--- config.mk ---
export PLATFORM = sky130hd
export DESIGN_NAME = rect_edge_window_detector_flat
export DESIGN_NICKNAME = d
export VERILOG_FILES = /design/src/rtl/rew_pkg.sv /design/src/rtl/rew_if.sv /design/src/rtl/rew_cell.sv /design/src/rtl/rew_score.sv /design/src/rtl/rew_emit.sv /design/src/rtl/rect_edge_window_detector.sv /design/src/flat_wrapper.sv
export SDC_FILE = /design/constraint.sdc
export NUM_CORES = 1
export LEC_CHECK = 0
export ABC_AREA = 1
export BUFFER_PORTS_ARGS = -buffer_cell sky130_fd_sc_hd__buf_2
export CELL_PAD_IN_SITES_DETAIL_PLACEMENT = 1
export CELL_PAD_IN_SITES_GLOBAL_PLACEMENT = 2
export CORE_ASPECT_RATIO = 1.25
export CORE_MARGIN = 5
export CORE_UTILIZATION = 39
export DETAILED_ROUTE_END_ITERATION = 8
export PLACE_DENSITY_LB_ADDON = 0.3
export SYNTH_ARGS = -nofsm -noshare
export SYNTH_HDL_FRONTEND = slang
export SYNTH_SLANG_ARGS = --single-unit
--- constraint.sdc ---
create_clock -name clk -period 7.8 [get_ports clk]
set_input_delay 0 -clock clk [delete_from_list [all_inputs] [get_ports clk]]
set_output_delay 0 -clock clk [all_outputs]
set_load 0.01 [all_outputs]
--- src/rtl/rew_pkg.sv ---
package rew_pkg;

  localparam int SAMPLE_W        = 16;
  localparam int THR_W           = 20;
  localparam int SCORE_W         = 22;
  localparam int COL_W           = 10;
  localparam int WIN_LEN         = 7;
  localparam int FILL_W          = 3;
  localparam int REM_W           = 3;
  localparam int MAX_COLS_DEF    = 1024;
  localparam int SAMPLE_BITS_DEF = 16;

  localparam logic [THR_W-1:0] THR_RESET = 20'd48;

  // token kinds travelling down the score pipeline
  localparam logic [1:0] KIND_SCORE  = 2'd0;
  localparam logic [1:0] KIND_FIRST  = 2'd1;
  localparam logic [1:0] KIND_REPEAT = 2'd2;

  // results per token kind
  localparam logic [REM_W-1:0] CNT_SCORE  = 3'd1;
  localparam logic [REM_W-1:0] CNT_FIRST  = 3'd5;
  localparam logic [REM_W-1:0] CNT_REPEAT = 3'd3;

  typedef struct packed {
    logic [1:0] kind;
    logic       row_end;
    logic       frame_end;
  } tok_t;

endpackage

--- src/rtl/rew_if.sv ---
interface rew_in_if;
  logic                         valid;
  logic                         ready;
  logic [rew_pkg::SAMPLE_W-1:0] sample;
  logic                         last_in_row;
  logic                         last_of_frame;

  modport source (output valid, sample, last_in_row, last_of_frame, input ready);
  modport sink   (input valid, sample, last_in_row, last_of_frame, output ready);
endinterface

interface rew_out_if;
  logic                               valid;
  logic                               ready;
  logic signed [rew_pkg::SCORE_W-1:0] score;
  logic                               detect;
  logic [rew_pkg::COL_W-1:0]          column;
  logic                               row_end;
  logic                               frame_end;

  modport source (output valid, score, detect, column, row_end, frame_end, input ready);
  modport sink   (input valid, score, detect, column, row_end, frame_end, output ready);
endinterface

interface rew_cfg_if;
  logic                      valid;
  logic                      ready;
  logic [rew_pkg::THR_W-1:0] data;

  modport source (output valid, data, input ready);
  modport sink   (input valid, data, output ready);
endinterface

--- src/rtl/rew_cell.sv ---
module rew_cell #(
  parameter int WIDTH = rew_pkg::SAMPLE_W
) (
  input  logic             clk,
  input  logic             shift,
  input  logic [WIDTH-1:0] d,
  output logic [WIDTH-1:0] q
);

  always_ff @(posedge clk) begin
    if (shift) begin
      q <= d;
    end
  end

endmodule

--- src/rtl/rew_score.sv ---
module rew_score #(
  parameter int WB = rew_pkg::SAMPLE_W
) (
  input  logic                               clk,
  input  logic                               rst,
  input  logic                               tok_valid,
  input  rew_pkg::tok_t                      tok,
  input  logic [WB-1:0]                      win [rew_pkg::WIN_LEN],
  output logic                               tok_ready,
  output logic                               res_valid,
  output rew_pkg::tok_t                      res_tok,
  output logic signed [rew_pkg::SCORE_W-1:0] res_score,
  input  logic                               res_ready
);

  localparam int SW = rew_pkg::SCORE_W;

  logic                 s2_valid;
  rew_pkg::tok_t        s2_tok;
  logic signed [SW-1:0] rect;
  logic signed [SW-1:0] edgev;
  logic                 s2_go;
  logic                 s3_go;

  logic signed [SW-1:0] sum01, sum23, sum56, r, e;
  logic signed [SW-1:0] rect_next, edge_next, edge_abs;

  // rect = 7R - 3W = 4R - 3(s0+s1+s5+s6), edge = 7E - 3W = 4E - 3(s0+s1+s2+s3)
  always_comb begin
    sum01     = SW'(win[0]) + SW'(win[1]);
    sum23     = SW'(win[2]) + SW'(win[3]);
    sum56     = SW'(win[5]) + SW'(win[6]);
    r         = sum23 + SW'(win[4]);
    e         = sum56 + SW'(win[4]);
    rect_next = (r <<< 2) - SW'(3) * (sum01 + sum56);
    edge_next = (e <<< 2) - SW'(3) * (sum01 + sum23);
    edge_abs  = edgev[SW-1] ? -edgev : edgev;
  end

  assign s3_go     = !res_valid || res_ready;
  assign s2_go     = !s2_valid || s3_go;
  assign tok_ready = s2_go;

  always_ff @(posedge clk) begin
    if (rst) begin
      s2_valid  <= 1'b0;
      res_valid <= 1'b0;
    end else begin
      if (s2_go) begin
        s2_valid <= tok_valid;
      end
      if (s3_go) begin
        res_valid <= s2_valid;
      end
    end
  end

  always_ff @(posedge clk) begin
    if (s2_go) begin
      s2_tok <= tok;
      rect   <= rect_next;
      edgev  <= edge_next;
    end
    if (s3_go) begin
      res_tok   <= s2_tok;
      res_score <= rect - edge_abs;
    end
  end

endmodule

--- src/rtl/rew_emit.sv ---
module rew_emit #(
  parameter int MAX_COLS = rew_pkg::MAX_COLS_DEF
) (
  input  logic                               clk,
  input  logic                               rst,
  input  logic [rew_pkg::THR_W-1:0]          thr,
  input  logic                               tok_valid,
  input  rew_pkg::tok_t                      tok,
  input  logic signed [rew_pkg::SCORE_W-1:0] tok_score,
  output logic                               tok_ready,
  rew_out_if.source                          results
);

  localparam int CW = $clog2(MAX_COLS);
  localparam int SW = rew_pkg::SCORE_W;
  localparam int RW = rew_pkg::REM_W;

  logic [RW-1:0]        rem;
  logic                 cur_row_end;
  logic                 cur_frame_end;
  logic signed [SW-1:0] last_score;
  logic [CW-1:0]        col;
  logic                 out_ok;
  logic                 emit;
  logic                 take;
  logic                 final_copy;
  logic [RW-1:0]        cnt;

  assign out_ok     = !results.valid || results.ready;
  assign emit       = (rem != '0) && out_ok;
  assign tok_ready  = (rem == '0) || ((rem == RW'(1)) && out_ok);
  assign take       = tok_valid && tok_ready;
  assign final_copy = rem == RW'(1);

  always_comb begin
    case (tok.kind)
      rew_pkg::KIND_FIRST:  cnt = rew_pkg::CNT_FIRST;
      rew_pkg::KIND_REPEAT: cnt = rew_pkg::CNT_REPEAT;
      default:              cnt = rew_pkg::CNT_SCORE;
    endcase
  end

  always_ff @(posedge clk) begin
    if (rst) begin
      rem           <= '0;
      results.valid <= 1'b0;
      col           <= '0;
      last_score    <= '0;
    end else begin
      if (out_ok) begin
        results.valid <= emit;
      end
      if (emit) begin
        if (final_copy && cur_row_end) begin
          col <= '0;
        end else if (col < CW'(MAX_COLS - 1)) begin
          col <= col + CW'(1);
        end
      end
      if (take) begin
        rem <= cnt;
        if (tok.kind != rew_pkg::KIND_REPEAT) begin
          last_score <= tok_score;
        end
      end else if (emit) begin
        rem <= rem - RW'(1);
      end
    end
  end

  always_ff @(posedge clk) begin
    if (take) begin
      cur_row_end   <= tok.row_end;
      cur_frame_end <= tok.frame_end;
    end
    if (emit) begin
      results.score     <= last_score;
      results.detect    <= last_score > $signed({2'b00, thr});
      results.column    <= rew_pkg::COL_W'(col);
      results.row_end   <= final_copy && cur_row_end;
      results.frame_end <= final_copy && cur_frame_end;
    end
  end

endmodule

--- src/rtl/rect_edge_window_detector.sv ---
// Rectangular-pulse / edge detector over streamed spectrogram rows.
// samples: one bin per request (sample, last_in_row, last_of_frame);
//   last_of_frame also ends the row.
// results: score = 12 x (rect - |edge|) over a 7-bin window, detect when
//   score > threshold, saturating column, row_end and frame_end marks.
// cfg: 20-bit threshold (x12), always ready, write only while idle.
// Bins flow through a 7-cell shift chain into a two-stage score pipe
// and an output sequencer that issues the results of each bin.
// The first result of a bin passes the token register, both score stages and the output register.
// Throughput: one bin per cycle; the 7th bin of a row gives 5 results,
//   which stalls the input in rows of 10 or more bins. The 3 results
//   of a row's last bin drain while the next row's first 6 bins, which
//   give none, flow in. One result per cycle.
// Bins 1..6 of a row give no result; a row shorter than 7 gives none.
// Reset: threshold 48, fill count and column cleared, no result pending.
// A stalled receiver holds the output register; the pipe fills behind it
// and samples.ready drops until space frees up.
module rect_edge_window_detector #(
  parameter int MAX_COLS    = rew_pkg::MAX_COLS_DEF,
  parameter int SAMPLE_BITS = rew_pkg::SAMPLE_BITS_DEF
) (
  input  logic       clk,
  input  logic       rst,
  rew_in_if.sink     samples,
  rew_out_if.source  results,
  rew_cfg_if.sink    cfg
);

  localparam int WB = (SAMPLE_BITS < rew_pkg::SAMPLE_W) ? SAMPLE_BITS : rew_pkg::SAMPLE_W;
  localparam int FW = rew_pkg::FILL_W;
  localparam int NW = rew_pkg::WIN_LEN;

  logic [rew_pkg::THR_W-1:0] thr;
  logic [FW-1:0]             fill;
  logic [WB-1:0]             win [NW];
  logic                      t1_valid;
  rew_pkg::tok_t             t1_tok;
  logic                      s2_ready;
  logic                      s1_go;
  logic                      acc;
  logic                      rend;
  logic                      full;
  logic                      pre_full;
  logic                      shift;
  logic                      tok_v;
  rew_pkg::tok_t             tok;

  logic                               s3_valid;
  rew_pkg::tok_t                      s3_tok;
  logic signed [rew_pkg::SCORE_W-1:0] s3_score;
  logic                               e_ready;

  assign cfg.ready = 1'b1;

  always_ff @(posedge clk) begin
    if (rst) begin
      thr <= rew_pkg::THR_RESET;
    end else if (cfg.valid) begin
      thr <= cfg.data;
    end
  end

  assign s1_go         = !t1_valid || s2_ready;
  assign samples.ready = s1_go;
  assign acc           = samples.valid && s1_go;
  assign rend          = samples.last_in_row || samples.last_of_frame;
  assign full          = fill == FW'(NW);
  assign pre_full      = fill == FW'(NW - 1);
  assign shift         = acc && !(full && rend);

  always_comb begin
    tok       = '0;
    tok_v     = 1'b0;
    if (full && rend) begin
      tok_v         = 1'b1;
      tok.kind      = rew_pkg::KIND_REPEAT;
      tok.row_end   = 1'b1;
      tok.frame_end = samples.last_of_frame;
    end else if (full) begin
      tok_v    = 1'b1;
      tok.kind = rew_pkg::KIND_SCORE;
    end else if (pre_full) begin
      tok_v         = 1'b1;
      tok.kind      = rew_pkg::KIND_FIRST;
      tok.row_end   = rend;
      tok.frame_end = samples.last_of_frame;
    end
  end

  always_ff @(posedge clk) begin
    if (rst) begin
      fill     <= '0;
      t1_valid <= 1'b0;
    end else begin
      if (acc) begin
        if (rend) begin
          fill <= '0;
        end else if (!full) begin
          fill <= fill + FW'(1);
        end
      end
      if (s1_go) begin
        t1_valid <= acc && tok_v;
      end
    end
  end

  always_ff @(posedge clk) begin
    if (s1_go) begin
      t1_tok <= tok;
    end
  end

  for (genvar i = 0; i < NW; i++) begin : g_cell
    if (i == NW - 1) begin : g_head
      rew_cell #(.WIDTH(WB)) u_cell (
        .clk   (clk),
        .shift (shift),
        .d     (samples.sample[WB-1:0]),
        .q     (win[i])
      );
    end else begin : g_body
      rew_cell #(.WIDTH(WB)) u_cell (
        .clk   (clk),
        .shift (shift),
        .d     (win[i+1]),
        .q     (win[i])
      );
    end
  end

  rew_score #(.WB(WB)) u_score (
    .clk       (clk),
    .rst       (rst),
    .tok_valid (t1_valid),
    .tok       (t1_tok),
    .win       (win),
    .tok_ready (s2_ready),
    .res_valid (s3_valid),
    .res_tok   (s3_tok),
    .res_score (s3_score),
    .res_ready (e_ready)
  );

  rew_emit #(.MAX_COLS(MAX_COLS)) u_emit (
    .clk       (clk),
    .rst       (rst),
    .thr       (thr),
    .tok_valid (s3_valid),
    .tok       (s3_tok),
    .tok_score (s3_score),
    .tok_ready (e_ready),
    .results   (results)
  );

endmodule

--- src/flat_wrapper.sv ---
// flat-port wrapper written by rule: the top's interface ports become plain ports
module rect_edge_window_detector_flat 
#(
  parameter int MAX_COLS    = rew_pkg::MAX_COLS_DEF,
  parameter int SAMPLE_BITS = rew_pkg::SAMPLE_BITS_DEF
)
  (clk, rst, samples_valid, samples_sample, samples_last_in_row, samples_last_of_frame, samples_ready, results_valid, results_score, results_detect, results_column, results_row_end, results_frame_end, results_ready, cfg_valid, cfg_data, cfg_ready);
  rew_in_if samples_i ();
  rew_out_if results_i ();
  rew_cfg_if cfg_i ();
  input  logic clk;
  input  logic rst;
  input wire logic [$bits(samples_i.valid)-1:0] samples_valid;
  input wire logic [$bits(samples_i.sample)-1:0] samples_sample;
  input wire logic [$bits(samples_i.last_in_row)-1:0] samples_last_in_row;
  input wire logic [$bits(samples_i.last_of_frame)-1:0] samples_last_of_frame;
  output wire logic [$bits(samples_i.ready)-1:0] samples_ready;
  output wire logic [$bits(results_i.valid)-1:0] results_valid;
  output wire logic [$bits(results_i.score)-1:0] results_score;
  output wire logic [$bits(results_i.detect)-1:0] results_detect;
  output wire logic [$bits(results_i.column)-1:0] results_column;
  output wire logic [$bits(results_i.row_end)-1:0] results_row_end;
  output wire logic [$bits(results_i.frame_end)-1:0] results_frame_end;
  input wire logic [$bits(results_i.ready)-1:0] results_ready;
  input wire logic [$bits(cfg_i.valid)-1:0] cfg_valid;
  input wire logic [$bits(cfg_i.data)-1:0] cfg_data;
  output wire logic [$bits(cfg_i.ready)-1:0] cfg_ready;
  assign samples_i.valid = samples_valid;
  assign samples_i.sample = samples_sample;
  assign samples_i.last_in_row = samples_last_in_row;
  assign samples_i.last_of_frame = samples_last_of_frame;
  assign samples_ready = samples_i.ready;
  assign results_valid = results_i.valid;
  assign results_score = results_i.score;
  assign results_detect = results_i.detect;
  assign results_column = results_i.column;
  assign results_row_end = results_i.row_end;
  assign results_frame_end = results_i.frame_end;
  assign results_i.ready = results_ready;
  assign cfg_i.valid = cfg_valid;
  assign cfg_i.data = cfg_data;
  assign cfg_ready = cfg_i.ready;
  rect_edge_window_detector #(.MAX_COLS(MAX_COLS), .SAMPLE_BITS(SAMPLE_BITS)) u_core (.clk(clk), .rst(rst), .samples(samples_i), .results(results_i), .cfg(cfg_i));
endmodule
* After elaboration in Yosys (flattened, before gate mapping) *
Cells that the tools add are included.

storage, ports and cells
  register bits = 289
  output and inout bits = 38

operators by class
  add/sub/neg operators = 14
  order comparisons = 2
  reductions and logical operators = 28
  equality and inequality tests = 7
  multiplexer cells = 14
  multiply operators = 2

operators by type and width
  operator                 count
  $add A16 B16 Y17         3
  $add A22 B18 Y22         2
  $mul A3 B22 Y22 const A  2
  $sub A21 B22 Y22         2
  $add A17 B16 Y18         2
  $gt A22 B21 Y1           1
  $mux W22                 1
  $neg A22 Y22             1
  $sub A22 B22 Y22         1
  $mux W10                 2
  $mux W3                  5
  $add A10 B1 Y10 const B  1
  $lt A10 B10 Y1 const B   1
  $logic_and A1 B1 Y1      9
  $eq A3 B3 Y1 const B     2
  $logic_or A1 B1 Y1       6
  $pmux W3 S2              1
  $reduce_and A2 Y1        3
  $logic_not A1 Y1         5
  $mux W1                  4
  $reduce_bool A2 Y1       2
  $add A3 B1 Y3 const B    1
  $eq A3 B1 Y1 const B     1
  $logic_not A3 Y1         1
  other kinds (8)          8

* Longest topological paths before layout *
Gate-level depths: netlist of run 1.

  depth after elaboration = 9
  depth in mapped cells = 32

* By module *
A second synthesis of run 1 with hierarchy kept.

second synthesis, totals
  cell total of the unflattened synthesis = 2837
  area, all modules = 22455.3 sq um

by module, submodules not included
  module                     cells each  seq. area each (sq um)  times used  area each (sq um)
  rew_score                  2227        2262.2                  1           14331.2
  rew_emit                   359         1831.8                  1           3632.2
  rew_cell                   16          480.5                   7           480.5
  rect_edge_window_detector  139         600.6                   1           1128.6

* Least setup slack after synthesis of run 1 *
OpenSTA, ideal clock, no wires.

  path kind = register to register
  from = register u_core.u_emit.rem[1]
  to = register u_core.g_cell[0].g_body.u_cell.q[0], enable pin
  required time = 7.216 ns
  arrival = 5.693 ns
  setup slack = 1.523 ns
  cell stages (with the launch flop) = 9
  path through = dfxtp_1 > inv_1 > ha_1 > inv_2 > nor2_4 > a21oi_2 > nand4_4 > nand2_1 > nor2_1

between the ends
  cells in the longest elaborated chain, start to end = 8
  elaborated cells between the ends (all ways) = 9

ends and longest elaborated chain
  what                                      line                             text
  start: declaration                        rew_emit.sv:18                   logic [RW-1:0] rem;
  start signal: assignment                  rew_emit.sv:61                   rem <= cnt;
  start signal: assignment                  rew_emit.sv:66                   rem <= rem - RW'(1);
  $eq A3 B1 Y1                              rew_emit.sv:31                   assign tok_ready = (rem == '0) || ((rem == RW'(1)) && out_ok);
  $logic_and A1 B1 Y1                       rew_emit.sv:31
  $logic_or A1 B1 Y1 (*)                    rew_emit.sv:31
  $logic_or A1 B1 Y1 (*)                    rew_score.sv:40                  assign s3_go = !res_valid || res_ready;
  $logic_or A1 B1 Y1 (*)                    rew_score.sv:41                  assign s2_go = !s2_valid || s3_go;
  $logic_or A1 B1 Y1 (*)                    rect_edge_window_detector.sv:63  assign s1_go = !t1_valid || s2_ready;
  via samples_ready                         flat_wrapper.sv:17               output wire logic [$bits(samples_i.ready)-1:0] samples_ready;
  $logic_and A1 B1 Y1 (*)                   rect_edge_window_detector.sv:65  assign acc = samples.valid && s1_go;
  $logic_and A1 B1 Y1 (*)                   rect_edge_window_detector.sv:69  assign shift = acc && !(full && rend);
  via u_core.g_cell[0].g_body.u_cell.shift  rew_cell.sv:5                    input logic shift,
  end signal: assignment                    rew_cell.sv:12                   q <= d;
  end: declaration                          rew_cell.sv:7                    output logic [WIDTH-1:0] q

Mark *: on every way through the listed nets, which the timed path passes. The rest lies on a longest branch.
A chain may end at the register's enable or synchronous reset.

* Final worst setup path of run 1 *
  from = register u_core.g_cell[6].g_head.u_cell.q[0]
  to = register u_core.u_score.rect[19] (data pin)

between the ends
  cells in the longest elaborated chain, start to end = 4

ends and longest elaborated chain
  what                              line             text
  start: declaration                rew_cell.sv:7
  start signal: assignment          rew_cell.sv:12
  $add A16 B16 Y17                  rew_score.sv:32  sum56 = SW'(win[5]) + SW'(win[6]);
  $add A22 B18 Y22                  rew_score.sv:35  rect_next = (r <<< 2) - SW'(3) * (sum01 + sum56);
  $mul A3 B22 Y22                   rew_score.sv:35
  $sub A21 B22 Y22                  rew_score.sv:35
  via u_core.u_score.rect_next[19]  rew_score.sv:26  logic signed [SW-1:0] rect_next, edge_next, edge_abs;
  end signal: assignment            rew_score.sv:61  rect <= rect_next;
  end: declaration                  rew_score.sv:20  logic signed [SW-1:0] rect;

The timed path passes the listed nets, and every way through them passes these cells.

==> key figures, run 1 <==
Global route
  – Vias in the first global route: 20500
  – Grt ovf: 0
  – GR Util All Layers: 0.228
  – Largest net degree at the start of global routing: 79
  – Initial antenna violation count: 0
  – First-pass GRT wire length: 110000 um

Critical path
  – CP top delay family: adder cells
  – Worst R2R Path Depth: 24
  – Worst path slowest cell: xor2_1
  – Crit Reg-Reg Endpoint: u_core.u_score.rect[19]
  – Worst r2r src: u_core.g_cell[6].g_head.u_cell.q[0]
  – Data arrival time of the worst path: 6.52 ns
  – Biggest fanout along the worst timing path: 4
  – Slowest Stage Delay on Critical Path: 0.55 ns
  – CP dominant cell by count: nand2_1
  – Required time of the critical path: 8.09 ns
  – CP bufs+invs: 3
  – R2R Setup Slk: 1.57 ns
  – Crit start category: flop
  – Critical path cell sequence: ha_1 > inv_1 > fa_1 > nand3b_1 > nand2_1 > inv_1 > o21bai_1 > xor2_1 > ha_1 > a21oi_1 > o21a_1 > nand2_1 > xor2_1 > ha_1 > fa_1 > inv_1 > ha_1 > a21oi_1 > a21boi_0 > nand2_1 > nand2_1 > nand3_1 > nand2_1 > nand2_1
  – Worst setup EP type: flop
  – Crit Path Class: flop to flop

Clock tree
  – Max clock buf depth: 3
  – Clock transition at path regs: approximately 0.06 ns
  – CTS tree: built
  – Root Buffer: clkbuf_16
  – CTS resizes: 0
  – Later-pin clock latency in the skew report: 0.55 ns
  – Total CTS buffers: 34
  – H-tree levels: 2
  – CTS Sinks: roughly 290

Timing
  – Endpoints failing setup: 0
  – Skew final: about 0.023 ns
  – Setup TNS: 0 ns
  – Min cycle time layout: 6.23 ns
  – Slew Limit Fails: 0
  – Worst slew pin tran: 1.18 ns
  – Period utilization: 0.798
  – Slew HR: 0.211
  – RSZ-0062 raised after global routing: no
  – Final Hold Fails: 0
  – Fmax achieved: 161 MHz

Yosys
  – Ys Warns: 0
  – Top cells by area, synth: edfxtp_1, ha_1, nand2_1
  – Cell taking the most area after synthesis: edfxtp_1
  – Synth Area in XOR/XNOR: 0.0453
  – Most common cell in the netlist: nand2_1
  – Synth Flop Type: edfxtp_1
  – Post-synth top cells: nand2_1, inv_1, ha_1
  – Async S/R FF share, synth: 0
  – Net Count, Synth: 3069
  – Post-synth cell types: approximately 50
  – Post-synthesis mux area share: 0
  – Simple-Gate Fraction of Synth Area: 0.244
  – Synth Instances: 2748
  – Sequential-to-total area share from yosys stat: 0.369
  – Post-synth top area share: 0.312
  – Main combinational cell family by area after synthesis: simple AND/OR/NAND/NOR gates
  – Adder-Cell Fraction of Synth Area: 0.172
  – Synth Cell Area: 21800 um^2
  – Register bit count reported by yosys: 289
  – EDFF count, synth: 227
  – Average size of a mapped cell: ~7.9 um^2
  – Compound-cell area share of the yosys netlist: 0.0958

Detailed routing
  – DRT iter0 DRCs: 594
  – Via density: just over 5
  – DR DRC count: 0
  – Wire length per cell: 19.2 um
  – Detailed Route WL: 70300 um
  – TritonRoute pass-1 iters: 5
  – Via count: 18800
  – Detail Route Antenna Nets: 0

Cells and area
  – Fillers: 6801
  – # diodes: 0
  – Layout cells sized above 1: 0.0569
  – Sequential cell area: 8060 um^2
  – Multi-input logic area: 12200 um^2
  – Synth-to-layout area growth: 13.0%
  – Nets: 3215

Place
  – GP Congestion: 0.944
  – Post-DP HPWL: 59300 um
  – I/O Buffers: 79

Die
  – FP Rows: 97
  – Chip Width: 222 um
  – Die Ht: 274 um
  – Boundary Pins: between 80 and 90
  – Core area: 55700 um^2
  – Initial core utilization: 0.392
  – Die ar.: about 61000 um^2

Hold path
  – Cells on Worst Hold Path: 2
  – Worst Hold Launch: samples_sample[15]
  – Worst Hold End: u_core.g_cell[6].g_head.u_cell.q[15]
  – Min-Delay Path Class: primary input to flop

Run
  – Max Cap Viol: 0

Status
  – Outcome: finished clean
[cell usage in the layout (no fill, tap or decap), types with 5 or more instances in the layout]
| master | count |
|---|---|
| nand3_1 | 184 |
| nand2_1 | 760 |
| fa_1 | 36 |
| nor3_1 | 22 |
| clkbuf_1 | 8 |
| o21ai_1 | 6 |
| a21o_1 | 26 |
| nor4_1 | 8 |
| ha_1 | 242 |
| xor2_1 | 84 |
| dfxtp_1 | 62 |
| o21ai_0 | 76 |
| buf_2 | 79 |
| xnor2_1 | 29 |
| a21oi_1 | 220 |
| nor2_1 | 231 |
| o21a_1 | 5 |
| dlygate4sd3_1 | 47 |
| o21bai_1 | 31 |
| and2_1 | 5 |
| inv_6 | 5 |
| edfxtp_1 | 227 |
| clkbuf_16 | 35 |
| nand3b_1 | 11 |
| inv_1 | 389 |
| nand4_1 | 29 |
| clkinv_2 | 5 |
[logic make-up after synthesis]
kind of cell / Yosys count
simple gates: 1276
buf+inv: 414
compound gates: 377
flops: 289
fa+ha+maj: 278
xor+xnor: 113
other cells: 1
[metrics by stage]
step / setup WS, ns / instance area (um^2) / hold slack [ns] / instances / utilization
final: 1.57 / 24700 / 0.161 / 3660 / 0.443
after global routing: 1.30 / 24700 / 0.145 / 3660 / 0.443
after CTS: 1.61 / 24700 / 0.128 / 3660 / 0.443
after detailed placement: 1.65 / 23100 / 0.179 / 3553 / 0.414
after global placement: 1.68 / 23100 / 0.177 / 3553 / 0.414
after floorplan: 1.52 / 21800 / 0.0989 / 2748 / -
[area by class of cell]
cell class / count / share of cell area
sequential: 289 / 0.327
tap: 742 / 0.0377
inverter: 394 / 0.0602
multi-input combinational: 2045 / 0.494
clock buffer: 45 / 0.0379
timing repair buffer: 130 / 0.0363
clock inverter: 15 / 0.00700
[flip-flops by register name, summed over array words and instances (netlist names), 3 cells and up]
name                           flops
u_core.u_emit.rem                  3
u_core.u_score.rect               22
u_core.fill                        3
u_core.thr                        20
u_core.g_cell.g_body.u_cell.q     96
u_core.g_cell.g_head.u_cell.q     16
u_core.u_score.res_score          22
u_core.u_score.res_tok             4
u_core.t1_tok                      4
u_core.u_emit.results.score       22
u_core.u_emit.col                 10
u_core.u_score.edgev              22
u_core.u_emit.results.column      10
u_core.u_emit.last_score          22
u_core.u_score.s2_tok              4
[routing by layer]
metal,up-vias,share of wire,global-route usage
met4,0,0.061,0.120
met1,9039,0.36,0.220
met2,276,0.56,0.467
met3,168,0.024,0.0277
li1,9356,-,-
met5,-,0,0
[worst max-delay path by stage]
stage	startpoint	to	slack [ns]	depth (start not counted)
after floorplan	u_core.u_emit.rem[1]	u_core.g_cell[0].g_body.u_cell.q[0]	1.52	8
after CTS	u_core.g_cell[6].g_head.u_cell.q[0]	u_core.u_score.rect[19]	1.61	24
after detailed placement	u_core.g_cell[6].g_head.u_cell.q[0]	u_core.u_score.rect[19]	1.65	24
after global placement	u_core.g_cell[6].g_head.u_cell.q[0]	u_core.u_score.rect[19]	1.68	24
after global routing	u_core.g_cell[6].g_head.u_cell.q[0]	u_core.u_score.rect[19]	1.30	24
final	u_core.g_cell[6].g_head.u_cell.q[0]	u_core.u_score.rect[19]	1.57	24
[worst reg2reg max path, stage by stage, from the launching register on]
cell and delay, ns:
edfxtp_1 0.35, ha_1 0.27, inv_1 0.12, fa_1 0.40, nand3b_1 0.17, nand2_1 0.16, inv_1 0.06, o21bai_1 0.32
xor2_1 0.55, ha_1 0.41, a21oi_1 0.25, o21a_1 0.19, nand2_1 0.14, xor2_1 0.18, ha_1 0.31, fa_1 0.54
inv_1 0.04, ha_1 0.35, a21oi_1 0.25, a21boi_0 0.45, nand2_1 0.12, nand2_1 0.15, nand3_1 0.09, nand2_1 0.07
nand2_1 0.05
[timing repair]
item                                   CTS  global route
buffers inserted                         0             0
hold buffers                            47             0
endpoints found under the hold margin   70             0
Power of run 1 is left out: the tool's default activity adds up to more than one toggle a clock period on the data nets, which glitch-free logic cannot reach.
==> run 2, diff against run 1 <==
--- a/config.mk
+++ b/config.mk
@@ -11,7 +11,7 @@
 export CELL_PAD_IN_SITES_GLOBAL_PLACEMENT = 2
 export CORE_ASPECT_RATIO = 1.25
 export CORE_MARGIN = 5
-export CORE_UTILIZATION = 39
+export CORE_UTILIZATION = 35
 export DETAILED_ROUTE_END_ITERATION = 8
 export PLACE_DENSITY_LB_ADDON = 0.3
 export SYNTH_ARGS = -nofsm -noshare
==> constraint.sdc (replaced) <==
create_clock -name clk -period 5.5 [get_ports clk]
set_input_delay 0 -clock clk [delete_from_list [all_inputs] [get_ports clk]]
set_output_delay 0 -clock clk [all_outputs]
set_load 0.01 [all_outputs]
==> run 2 against run 1 <==
  * Fmax rose by 18%
  * Hold slack got worse by 0.060 ns
  * Clock-buffer cell count rose by 2
  * Largest cell class unchanged
  * Die area rose by 11%
  * Core utilization fell by 1.1 points
  * Routed wire length rose by 2.5%
  * Setup slack got worse by 1.3 ns
  * Sequential share of layout area fell by 2.5 points
  * First-iteration DRC count rose by 4.2%
  * Via count rose by 2.5%
  * Cell count rose by 6.2%
  * Critical path depth rose by 4
==> key figures, run 2 (synthesized netlist as in run 1, its figures left out) <==
Clock tree
  – H-tree levels: 1 (-1)
  – CTS Sinks: 289 (unchanged)
  – Clock transition at path regs: 0.07 ns (about the same)
  – Total CTS buffers: 31 (-8.8%)
  – Later-pin clock latency in the skew report: 0.61 ns (+0.06 ns)
  – Root Buffer: clkbuf_16
  – CTS tree: built
  – Max clock buf depth: 3 (unchanged)

Critical path
  – CP dominant cell by count: nand2_1
  – Required time of the critical path: 5.85 ns (-2.24 ns)
  – Biggest fanout along the worst timing path: 4 (unchanged)
  – Crit Path Class: flop to flop
  – CP bufs+invs: 4 (+1)
  – Worst path slowest cell: fa_1
  – Worst setup EP type: flop
  – Crit start category: flop
  – CP top delay family: adder cells
  – Slowest Stage Delay on Critical Path: 0.54 ns (about the same)
  – Data arrival time of the worst path: 5.63 ns (-0.89 ns)

Timing
  – Fin worst setup slack: 0.225 ns (-1.35 ns)
  – Slew Limit Fails: 0 (unchanged)
  – RSZ-0062 raised after global routing: yes
  – Setup TNS: 0 ns (unchanged)
  – Fmax achieved: 190 MHz (+18%)
  – Min cycle time layout: 5.27 ns (-0.952 ns)
  – Skew final: 0.0210 ns (-0.00158 ns)
  – Final Hold Fails: 0 (unchanged)
  – Period utilization: 0.959 (+0.161)
  – Worst slew pin tran: 1.19 ns (+0.00772 ns)
  – Endpoints failing setup: 0 (unchanged)
  – Slew HR: 0.208 (-0.00236)

Die
  – Boundary Pins: 81 (unchanged)
  – Initial core utilization: 0.353 (-0.0392)
  – Core area: 61900 um^2 (+11%)
  – Die Ht: 289 um (+5.4%)
  – Chip Width: 233 um (+5.3%)
  – Die ar.: 67500 um^2 (+11%)
  – FP Rows: 102 (+5.2%)

Status
  – Outcome: finished clean

Place
  – Post-Place Worst Slack: -0.357 ns (-2.01 ns)
  – Post-DP HPWL: 60700 um (+2.4%)
  – I/O Buffers: 79 (unchanged)
  – GP Congestion: 0.960 (+1.8%)
  – DP Cell Count: 3771 (+6.1%)

Global route
  – First-pass GRT wire length: 112000 um (+1.8%)
  – Largest net degree at the start of global routing: 83 (+5.1%)
  – Initial antenna violation count: 0 (unchanged)
  – Grt ovf: 0 (unchanged)
  – Vias in the first global route: 21200 (+3.5%)
  – GR Util All Layers: 0.211 (-0.0175)

Detailed routing
  – DRT iter0 DRCs: 619 (+4.2%)
  – Via count: 19300 (+2.5%)
  – TritonRoute pass-1 iters: 4 (-1)
  – Detail Route Antenna Nets: 0 (unchanged)
  – Wire length per cell: 18.5 um (-3.5%)
  – DR DRC count: 0 (unchanged)
  – Via density: 4.97 (-3.5%)
  – Detailed Route WL: 72000 um (+2.5%)

Cells and area
  – Most common cell after layout, fill and taps aside: nand2_1
  – Most frequent cells in the layout: nand2_1, inv_1, edfxtp_1
  – Nets: 3350 (+4.2%)
  – Synth-to-layout area growth: 22.4%
  – Number of flip-flops in the largest register: 96 (unchanged)
  – Sequential cell area: 8060 um^2 (unchanged)
  – Multi-input logic area: 13100 um^2 (+7.7%)
  – # diodes: 0 (unchanged)
  – Fillers: 7423 (+9.1%)
  – Biggest register: u_core.g_cell.g_body.u_cell.q
  – Layout cells sized above 1: 0.154 (+0.0970)
  – Final Non-Filler Cells: 3886 (+6.2%)

Run
  – Max Cap Viol: 0 (unchanged)

Hold path
  – Min-Delay Path Class: primary input to flop
[run 2: cell type report]
cell class,count,share of cell area
inverters,394,0.0556
repair buffers,268,0.0732
clock buffers,47,0.0368
multi-input cells,2045,0.491
flip-flops and latches,289,0.302
clock inverters,11,0.00300
well taps,832,0.0390
[run 2: timing repair]
| action | 4_1_cts | 5_1_grt |
|---|---|---|
| buffers inserted | 2 | 8 |
| setup endpoints to repair | 24 | 27 |
| hold buffers | 47 | 0 |
| endpoints found under the hold margin | 72 | 0 |
| resized for setup | 35 | 154 |
| pin swaps | 9 | 30 |
[run 2: final timing paths]
check | slack (ns) | cells after the start | from | endpoint
setup / recovery | 0.23 | 28 | u_core.g_cell[1].g_body.u_cell.q[0] | u_core.u_score.edgev[15]
hold / removal | 0.10 | 2 | samples_sample[7] | u_core.g_cell[6].g_head.u_cell.q[7]
setup reg to reg | 0.23 | 28 | u_core.g_cell[1].g_body.u_cell.q[0] | u_core.u_score.edgev[15]
hold reg to reg | 0.42 | 0 | u_core.u_score.s2_tok[0] | u_core.u_score.res_tok[0]
[run 2: layer usage]
layer  global-route usage  wire [um]  vias up
li1                     -          -     9621
met1                0.198      25200     9244
met2                0.439      40800      264
met3               0.0190       1570      179
met4                0.111       4480        0
met5                    0          0        -
[run 2: stage by stage]
stage	hold WS (ns)	instance area, um^2	utilization
after floorplan	0.0989	21800	-
after global placement	0.177	24200	0.390
after detailed placement	0.178	24200	0.390
after CTS	0.0571	25900	0.418
after global routing	0.0771	26700	0.432
final	0.102	26700	0.432
Power of run 2 is left out for the same reason.
==> run 3, diff against run 2 <==
--- a/config.mk
+++ b/config.mk
@@ -14,6 +14,7 @@
 export CORE_UTILIZATION = 35
 export DETAILED_ROUTE_END_ITERATION = 8
 export PLACE_DENSITY_LB_ADDON = 0.3
+export REMOVE_ABC_BUFFERS = 1
 export SYNTH_ARGS = -nofsm -noshare
 export SYNTH_HDL_FRONTEND = slang
 export SYNTH_SLANG_ARGS = --single-unit
==> run 3 against run 2 <==
  * Sequential share of layout area shrank 0.25 points
  * Hold slack improved by 0.045 ns
  * Highest routed layer unchanged
  * First-iteration DRC count is 12% lower
  * Die area unchanged
  * Setup slack lost 0.13 ns
  * Fmax fell by 2.5%
  * Global-route usage grew 0.18 points
  * Via count is 0.75% higher
  * Clock-buffer cell count unchanged
  * Clock skew grew 0.0040 ns
==> key figures, run 3 (synthesized netlist as in run 1, its figures left out) <==
Status
  – Outcome: finished clean

Die
  – Core area: 61900 um^2 (unchanged)
  – FP Rows: 102 (unchanged)
  – Boundary Pins: 81 (unchanged)
  – Chip Width: 233 um (unchanged)
  – Initial core utilization: 0.353 (unchanged)
  – Die Ht: 289 um (unchanged)
  – Die ar.: 67500 um^2 (unchanged)

Detailed routing
  – Detailed Route WL: 72600 um (+0.79%)
  – TritonRoute pass-1 iters: 5 (+1)
  – Via count: 19500 (+0.75%)
  – Via density: 4.96 (-0.15%)
  – Detail Route Antenna Nets: 0 (unchanged)
  – Wire length per cell: 18.5 um (-0.11%)
  – DRT iter0 DRCs: 543 (-12%)
  – DR DRC count: 0 (unchanged)

Clock tree
  – Root Buffer: clkbuf_16
  – Max clock buf depth: 3 (unchanged)
  – CTS tree: built
  – Later-pin clock latency in the skew report: 0.56 ns (-0.05 ns)
  – Clock transition at path regs: 0.06 ns (about the same)
  – Total CTS buffers: 34 (+9.7%)
  – CTS Sinks: 289 (unchanged)
  – H-tree levels: 2 (+1)

Global route
  – GR Util All Layers: 0.213 (+0.00181)
  – Initial antenna violation count: 0 (unchanged)
  – First-pass GRT wire length: 113000 um (+0.60%)
  – Grt ovf: 0 (unchanged)
  – Vias in the first global route: 21100 (-0.63%)
  – Largest net degree at the start of global routing: 81 (-2.4%)

Hold path
  – Worst Hold Launch: samples_sample[2]
  – Cells on Worst Hold Path: 2 (unchanged)
  – Worst Hold End: u_core.g_cell[6].g_head.u_cell.q[2]
  – Min-Delay Path Class: primary input to flop

Cells and area
  – Biggest register: u_core.g_cell.g_body.u_cell.q
  – Nets: 3384 (+1.0%)
  – Layout cells sized above 1: 0.160 (+0.00635)
  – Number of flip-flops in the largest register: 96 (unchanged)
  – Most frequent cells in the layout: nand2_1, inv_1, edfxtp_1
  – Most common cell after layout, fill and taps aside: nand2_1
  – Synth-to-layout area growth: 23.5%
  – Final Util: 0.435 (+0.00366)
  – # diodes: 0 (unchanged)

Critical path
  – Crit Reg-Reg Endpoint: u_core.u_score.rect[18]
  – Worst R2R Path Depth: 28 (unchanged)
  – Data arrival time of the worst path: 5.71 ns (+0.08 ns)
  – Worst path slowest cell: fa_1
  – Worst setup EP type: flop
  – Crit start category: flop
  – CP top delay family: adder cells
  – CP bufs+invs: 6 (+2)
  – Biggest fanout along the worst timing path: 6 (+2)
  – Slowest Stage Delay on Critical Path: 0.53 ns (about the same)
  – Worst r2r src: u_core.g_cell[1].g_body.u_cell.q[0]
  – R2R Setup Slk: 0.09 ns (-0.13 ns)
  – Required time of the critical path: 5.80 ns (-0.05 ns)
  – CP dominant cell by count: nand2_1
  – Crit Path Class: flop to flop

Timing
  – Worst slew pin tran: 1.19 ns (+0.00239 ns)
  – Period utilization: 0.983 (+0.0243)
  – Endpoints failing setup: 0 (unchanged)
  – Final Hold Fails: 0 (unchanged)
  – Slew HR: 0.204 (-0.00440)
  – Fin worst setup slack: 0.0916 ns (-0.134 ns)
  – RSZ-0062 raised after global routing: yes
  – Slew Limit Fails: 0 (unchanged)
  – Fmax achieved: 185 MHz (-2.5%)
  – Skew final: 0.0250 ns (+0.00399 ns)
  – Min cycle time layout: 5.41 ns (+0.134 ns)

Place
  – I/O Buffers: 79 (unchanged)
  – GP Congestion: 0.926 (-3.6%)
  – Post-Place Worst Slack: -0.458 ns (-0.100 ns)
  – Post-DP HPWL: 60500 um (-0.27%)

Run
  – Max Cap Viol: 0 (unchanged)
[run 3: cell count changes in the layout (fill, tap and decap cells not counted), sizes merged]
cell,before,now
bufinv,0,1
buf,221,253
dlygate4sd3,47,46
clkinv,8,12
clkinvlp,1,0
[run 3: through the flow]
stage	setup TNS, ns	area [um^2]	hold slack [ns]	std cells
2_1_floorplan	-87.03	21700	0.0691	2728
3_3_place_gp	-3.38	24400	0.176	3803
3_5_place_dp	-5.30	24400	0.179	3803
4_1_cts	-0.00617	26100	0.113	3916
5_1_grt	-0.811	26900	0.117	3921
6_report	0	26900	0.146	3921
[run 3: repair_timing]
action	CTS	global route
endpoints found under the hold margin	62	0
resized for setup	28	160
buffers inserted	5	5
setup endpoints to repair	23	28
pin swaps	6	30
hold buffers	46	0
gates cloned	0	0
[run 3: worst max-delay path by stage]
stage | startpoint | cells past startpoint | end | slack, ns
2_1_floorplan | u_core.u_emit.rem[1] | 8 | u_core.g_cell[0].g_body.u_cell.q[0] | -0.78
3_3_place_gp | u_core.g_cell[6].g_head.u_cell.q[0] | 30 | u_core.u_score.rect[19] | -0.37
3_5_place_dp | u_core.g_cell[6].g_head.u_cell.q[0] | 30 | u_core.u_score.rect[16] | -0.46
4_1_cts | u_core.g_cell[3].g_body.u_cell.q[0] | 28 | u_core.u_score.edgev[19] | -0.006
5_1_grt | u_core.g_cell[1].g_body.u_cell.q[0] | 26 | u_core.u_score.rect[18] | -0.18
6_report | u_core.g_cell[1].g_body.u_cell.q[0] | 28 | u_core.u_score.rect[18] | 0.09
[run 3: cell type report]
class                   instances  area, um^2
fillers                      7476       34900
clock inverters                15         120
flip-flops and latches        289        8060
inverters                     394        1490
well taps                     832        1040
multi-input cells            2045       13100
clock buffers                  47         951
repair buffers                299        2190
[run 3: layer usage]
metal  share of wire  global-route usage  up-vias
li1                -                   -     9686
met1            0.36               0.207     9354
met2            0.55               0.431      264
met3           0.025              0.0243      148
met4           0.064               0.111        0
met5               0                   0        -
Power of run 3 is left out for the same reason.
